===== src/rtl/core/pmq_pkg.sv =====
// Shared types and constants of the priority message queue.
// No dependencies; used by every module of the block.
package pmq_pkg;

  localparam int unsigned TIME_W   = 48;
  localparam int unsigned HANDLE_W = 32;
  localparam int unsigned SIZE_W   = 21;
  localparam int unsigned OPRIO_W  = 8;   // priority as seen on the ports
  localparam int unsigned NUM_W    = 32;
  localparam int unsigned FILL_W   = 7;
  localparam int unsigned CFG_W    = 21;
  localparam int unsigned CFGIDX_W = 2;

  // Entry layout: {priority, size, handle, birth}
  localparam int unsigned BIRTH_LSB  = 0;
  localparam int unsigned HANDLE_LSB = TIME_W;
  localparam int unsigned SIZE_LSB   = TIME_W + HANDLE_W;
  localparam int unsigned PRIO_LSB   = TIME_W + HANDLE_W + SIZE_W;

  localparam logic [FILL_W-1:0] QLIMIT_RST = 7'd64;
  localparam logic [SIZE_W-1:0] SLIMIT_RST = 21'd1048576;

  typedef enum logic [1:0] {
    STATUS_OK    = 2'd0,
    STATUS_FULL  = 2'd1,
    STATUS_BIG   = 2'd2,
    STATUS_EMPTY = 2'd3
  } status_e;

  typedef enum logic {
    CMD_SEND = 1'b0,
    CMD_RECV = 1'b1
  } cmd_e;

  typedef enum logic [CFGIDX_W-1:0] {
    CFG_QUEUE_LIMIT = 2'd0,
    CFG_SIZE_LIMIT  = 2'd1,
    CFG_PRIO_MODE   = 2'd2
  } cfg_reg_e;

  typedef struct packed {
    logic rd;
    logic wr;
  } mem_cmd_t;

  typedef struct packed {
    logic sub;   // take latency of the popped entry
    logic acc;   // fold latency into the average
  } lat_cmd_t;

endpackage


===== src/rtl/core/pmq_lat.sv =====
// Delivery latency and running halving average.
// Depends on pmq_pkg.
module pmq_lat (
  input  logic                        clk_i,
  input  logic                        rst_ni,
  input  pmq_pkg::lat_cmd_t           cmd_i,
  input  logic [pmq_pkg::TIME_W-1:0]  now_i,
  input  logic [pmq_pkg::TIME_W-1:0]  birth_i,
  output logic [pmq_pkg::TIME_W-1:0]  avg_o
);

  logic [pmq_pkg::TIME_W-1:0] lat_q;
  logic [pmq_pkg::TIME_W-1:0] avg_q, avg_d;
  logic [pmq_pkg::NUM_W-1:0]  recv_q;
  logic [pmq_pkg::TIME_W:0]   sum;

  assign sum = {1'b0, avg_q} + {1'b0, lat_q};

  always_comb begin
    avg_d = avg_q;
    if (cmd_i.acc) begin
      // first receive, or counter wrapped: load directly
      avg_d = (recv_q == '0) ? lat_q : sum[pmq_pkg::TIME_W:1];
    end
  end

  always_ff @(posedge clk_i) begin
    if (cmd_i.sub) begin
      lat_q <= now_i - birth_i;
    end
  end

  always_ff @(posedge clk_i or negedge rst_ni) begin
    if (!rst_ni) begin
      avg_q  <= '0;
      recv_q <= '0;
    end else if (cmd_i.acc) begin
      avg_q  <= avg_d;
      recv_q <= recv_q + 1'b1;
    end
  end

  assign avg_o = avg_q;

endmodule


===== config.mk =====
export PLATFORM = sky130hd
export DESIGN_NAME = pmq_lat
export DESIGN_NICKNAME = d
export VERILOG_FILES = /design/src/rtl/core/pmq_pkg.sv /design/src/rtl/core/pmq_lat.sv
export SDC_FILE = /design/constraint.sdc
export NUM_CORES = 1
export LEC_CHECK = 0
export BUFFER_PORTS_ARGS = -buffer_cell sky130_fd_sc_hd__buf_2
export CELL_PAD_IN_SITES_DETAIL_PLACEMENT = 1
export CELL_PAD_IN_SITES_GLOBAL_PLACEMENT = 1
export CORE_AREA = 2 2 155 157
export CTS_CLUSTER_DIAMETER = 200
export DETAILED_ROUTE_END_ITERATION = 10
export DIE_AREA = 0 0 157 159
export GPL_TIMING_DRIVEN = 1
export PLACE_DENSITY_LB_ADDON = 0.05
export SETUP_SLACK_MARGIN = 0.2
export SLEW_MARGIN = 15
export SYNTH_ARGS = -nofsm -noshare
export SYNTH_HDL_FRONTEND = slang
export SYNTH_SLANG_ARGS = --single-unit

===== constraint.sdc =====
create_clock -name clk_i -period 4.2 [get_ports clk_i]
set_input_delay 1.26 -clock clk_i [delete_from_list [all_inputs] [get_ports clk_i]]
set_output_delay 1.26 -clock clk_i [all_outputs]
set_load 0.005 [all_outputs]

* After elaboration in Yosys (flattened, before gate mapping)
Cells that the tools add are included.
** Storage, ports and cells
- Bits in registers :: 128
- Input bits :: 100
- Output and inout port bits :: 48
- Logic and storage cells :: 8
** Cells by class
- $add $sub $neg :: 3
- Muxes and demuxes :: 1
- Reduce and logical (&&, ||, !) cells :: 1
** Operators with widths (count)
- $add A48 B48 Y49 :: 1
- $mux W48 :: 1
- $sub A48 B48 Y48 :: 1
- $add A32 B1 Y32 const B :: 1
- $logic_not A32 Y1 :: 1

* Depth between registers and ports, before layout
- Depth after elaboration :: 2
- Gate-level depth with buffers :: 14
- Mapped depth without buffers :: 14

* Worst setup path before layout
OpenSTA, ideal clock, no wires.
- Path kind :: input port to flip-flop
- From :: input port now_i[0] (netlist name)
- To :: register lat_q[46] (netlist name) (data pin)
- Library setup time :: 262 ps
- Arrival time :: 3711 ps
- Data required time :: 3938 ps
- Slack :: 227 ps
- Cell stages on the path :: 14
- Path buffers :: 0
- Cell sequence :: inv_1 -> ha_1 -> fa_1 -> nor2b_4 -> o311a_4 -> o21ai_4 -> a221oi_2 -> a211o_2 -> a31oi_4 -> o31ai_2 -> a221o_2 -> o21ai_2 -> o21ai_1 -> xor2_1
** Between the ends
- Word-level cells in the longest chain between the ends :: 1
** Ends and longest elaborated chain
- from (decl) :: RTL line pmq_lat.sv:7 : input logic [pmq_pkg::TIME_W-1:0] now_i,
- $sub A48 B48 Y48 :: RTL line pmq_lat.sv:29 : lat_q <= now_i - birth_i;
- to (signal assigned) :: RTL line pmq_lat.sv:29
- to (decl) :: RTL line pmq_lat.sv:12 : logic [pmq_pkg::TIME_W-1:0] lat_q;
Every way passes these cells.
A chain may end at the register's enable or synchronous reset.

* Final worst setup path
Same ends and word-level chain as after synthesis.

==> results.txt <==
- Antenna viol nets, final: 0
- Counting I/O delays and the setup requirement, the final critical path takes approximately 3900 ps.
* Instance area after placement: 11,670 um^2
- Leaving out filler cells and counting taps, the final layout contains ~1,700.
* Pre-CTS setup slack: -223.9 ps
- The library cell used most frequently in the layout, excluding fill and tap cells, is a21oi_1.
* Sequential share of the synthesized area: about a third
- Number of endpoints with negative hold slack in the final report: 0
- Before antenna repair, the detailed router went through 5 iterations.
- Buffers inserted during clock tree synthesis total 17.
- In this run the static leakage power is around 5.7 nW.
* Peak clock frequency supported by timing: 258.9 MHz
* Commonest cells after routing, fill and taps aside: a21oi_1 (163), buf_2 (145), nor2_1 (112)
* Sum of negative setup slack: 0 ps
- Largest vdd supply drop: around 260 uV
- In this run the core area contains 56 standard-cell rows.
* # nets final: 1,561
- Once detailed placement completed, the half-perimeter wirelength came to approximately 23 mm.
- Setup slack on the worst reg-to-reg path comes out at roughly 650 ps.
* Gate Count Post-Synth: between 1,000 and 1,500
- Setup repair after global routing could not meet its margin everywhere.
- The H-tree generated during clock tree synthesis spans 4 levels.
* Share of post-route cells with drive strength above 1: between 10% and 20%
* Part of the cycle the worst path needs: 91.96%
* Number of vias in the routed layout: 9,401
* Routed WL: between 20 and 30 mm
* Number of global-route vias before repair: just under 10,000
- At the worst endpoint, the arrival time is 4030 ps.
* Die width: approximately 160 um
* Startpoint Class: input port
* DIE HEIGHT: between 150 and 200 um
- At the end of routability-driven placement, the weighted congestion stood at around 0.8.
* CTS root buf: clkbuf_16
- After layout, the worst setup slack is ~340 ps.
* Worst Skew: 9.867 ps
- Power per cell area: approximately 660 nW/um^2
- Count of distinct cell types in the synthesized netlist: between 70 and 80
- Maximum clock insertion buffer count: 2
- For this design the top-level I/O count stands at between 100 and 150.
- The synthesized design contains approximately 130 register bits.
* Critical-path maximum fanout: 3
* CTS tree: done
- Syn avg cell area: roughly 8.7 um^2
- Hold repair after CTS inserted 0 buffers.
- In this run, placement finished with an instance count of ~1,700.
* Worst skew pair latency: between 400 and 500 ps
- The Yosys step of the flow raised 0 warnings.
- Setup violations remaining at the end of the flow were counted as 0.
- In this run the worst hold path is classified as flop to flop.
- For the pin with the worst max-slew slack, the measured transition is slightly above 1000 ps.
- Remaining Overflow, GRT: 0
* Max-slew violation total from the final report: 0
* Tot GR Track Use: around 24%
* Max-cap check violation count: 0
- Post-route design area: 12,300 um^2
* Startpoint-to-endpoint class of the critical path: input port to flop
- After detailed routing, the number of remaining DRC violations is 0.
- Area of the placeable core: 23,190 um^2
- Run status: completed
- Routed wirelength normalized by instance count: about 17 um
- In this run, synthesis inferred 48 flip-flops with an integrated enable.
- Input and output buffers added on the ports amount to about 150.
- The mapped netlist covers around 10,000 um^2.
* Async set or reset register ratio after synthesis: a little over three fifths
- Clock transition time at the flip-flop clock pins of the worst setup and hold paths: ~60 ps
- Worst slew slack as a fraction of its limit: approximately 31%
- The area growth from synthesis to layout is 18.43%.
- Via/cell ratio: 5.546
- At the worst endpoint, the required time is between 4000 and 5000 ps.
* Largest net degree at the start of global routing: 67
* Number of antenna repair diodes: 0
- Among all flip-flop cells after synthesis, the most frequent one is dfrtp_1.
- The worst setup path is captured at a flop.
* Total Die Area: 24,960 um^2
- The number of antenna violations at the first check in global routing came to 0.
* Effective utilization at floorplan: between 40% and 50%
- The first global-routing pass estimated just under 50 mm of wire.
- Synthesis produced a netlist with a net count of ~1,400.
- Count of routing violations after the opening detailed-route iteration: ~420
* Clock sink count: 128
[report_power, final]
| group | total (mW) | switching (mW) | leakage [nW] | internal, mW |
|---|---|---|---|---|
| sequential | 2.03 | 0.343 | 1.45 | 1.69 |
| clock | 1.52 | 0.570 | 0.301 | 0.948 |
| combinational | 4.57 | 2.62 | 3.97 | 1.94 |
| total | 8.11 | 3.53 | 5.72 | 4.58 |
[cells by family (layout without fill, tap and decap cells)]
kind of cell,Yosys count,in the layout,synth area share [%]
flops,128,128,33.14
buf+inv,122,301,4.552
simple gates,354,354,16.78
fa+ha+maj,98,98,11.95
mux,13,13,1.265
xor+xnor,109,109,9.189
compound gates,373,373,23.12
[metal layers]
layer | up-vias | track usage (%) | routed length [um]
met5 | - | 0 | 0
met4 | 0 | 5.463 | 336
met3 | 23 | 3.239 | 989
met2 | 156 | 39.06 | 13780
met1 | 4572 | 33.97 | 14290
li1 | 4650 | - | -
[final cells by class]
cell class                      instances  area [um^2]
Clock buffer                           24        535.5
Sequential cell                       128         3443
Inverter                               79        296.5
Timing Repair Buffer                  190         1064
Tap cell                              319        399.1
Clock inverter                          8        71.32
Multi-Input combinational cell        947         6494
Fill cell                            2790        10890
[sequential cells by signal, summed over array words and instances, names as in the netlist]
name / flops
recv_q: 32
lat_q: 48
avg_o: 48
[per-stage QoR]
stage                     hold WS [ps]  power [mW]  util [%]
after floorplan                  446.2       5.273         -
final                            489.9       8.115     53.05
after CTS                        484.4       8.145     52.96
after detailed placement         477.2       6.561     50.34
after global placement           462.7       6.425     50.34
after global routing             497.6       8.827     53.05
[cells in the mapped netlist (all sizes together), types with 6 or more instances]
cell type    n  share of area (%)
o21a        12               0.87
nor3        12               0.58
nor3b        6               0.43
a211oi       7               0.60
ha          96                 12
o211ai      11               0.84
nor4        11               0.81
a31oi       18                1.4
xor2        42                3.5
nand4       31                1.9
inv         79                2.9
clkbuf      31                1.1
nand3       23                1.1
dfrtp       80                 19
nor2b       15               0.98
nand2b      12               0.79
nand2       91                3.3
xnor2       67                5.6
and3         9               0.55
a21oi      165                8.0
buf         12               0.58
o21bai      15                1.1
and2         7               0.42
edfxtp      48                 14
a221oi       6               0.75
o21ai       64                3.3
o31ai        6               0.48
mux2i       12                1.2
a21o        42                3.0
nor2       114                4.1
[path summary, 6_finish.rpt]
check,from,to,cells past startpoint
setup / recovery,now_i[0],lat_q[46]$_DFFE_PP_,16
hold / removal,recv_q[31]$_DFFE_PN0P_,recv_q[31]$_DFFE_PN0P_,1
setup reg to reg,lat_q[0]$_DFFE_PP_,avg_o[43]$_DFFE_PN0P_,13
hold reg to reg,recv_q[31]$_DFFE_PN0P_,recv_q[31]$_DFFE_PN0P_,1
max in group asynchronous,rst_ni,avg_o[7]$_DFFE_PN0P_,2
min in group asynchronous,rst_ni,avg_o[4]$_DFFE_PN0P_,1
[worst max-delay path, stage by stage]
cell and delay, ps:
buf_2 90, inv_1 50, ha_2 190, fa_2 240
nor2b_4 50, o311a_4 320, o21ai_4 160, a221oi_2 80
buf_4 160, a211o_2 370, a31oi_4 190, o31ai_2 100
a221o_2 390, o21ai_2 150, o21ai_1 90, xor2_1 140
[repair_timing]
action | in CTS | in global routing
buffers inserted | 0 | 1
setup endpoints to repair | 0 | 7
gates resized for setup | 0 | 5
No activity file was read; power rests on OpenSTA's default activity.
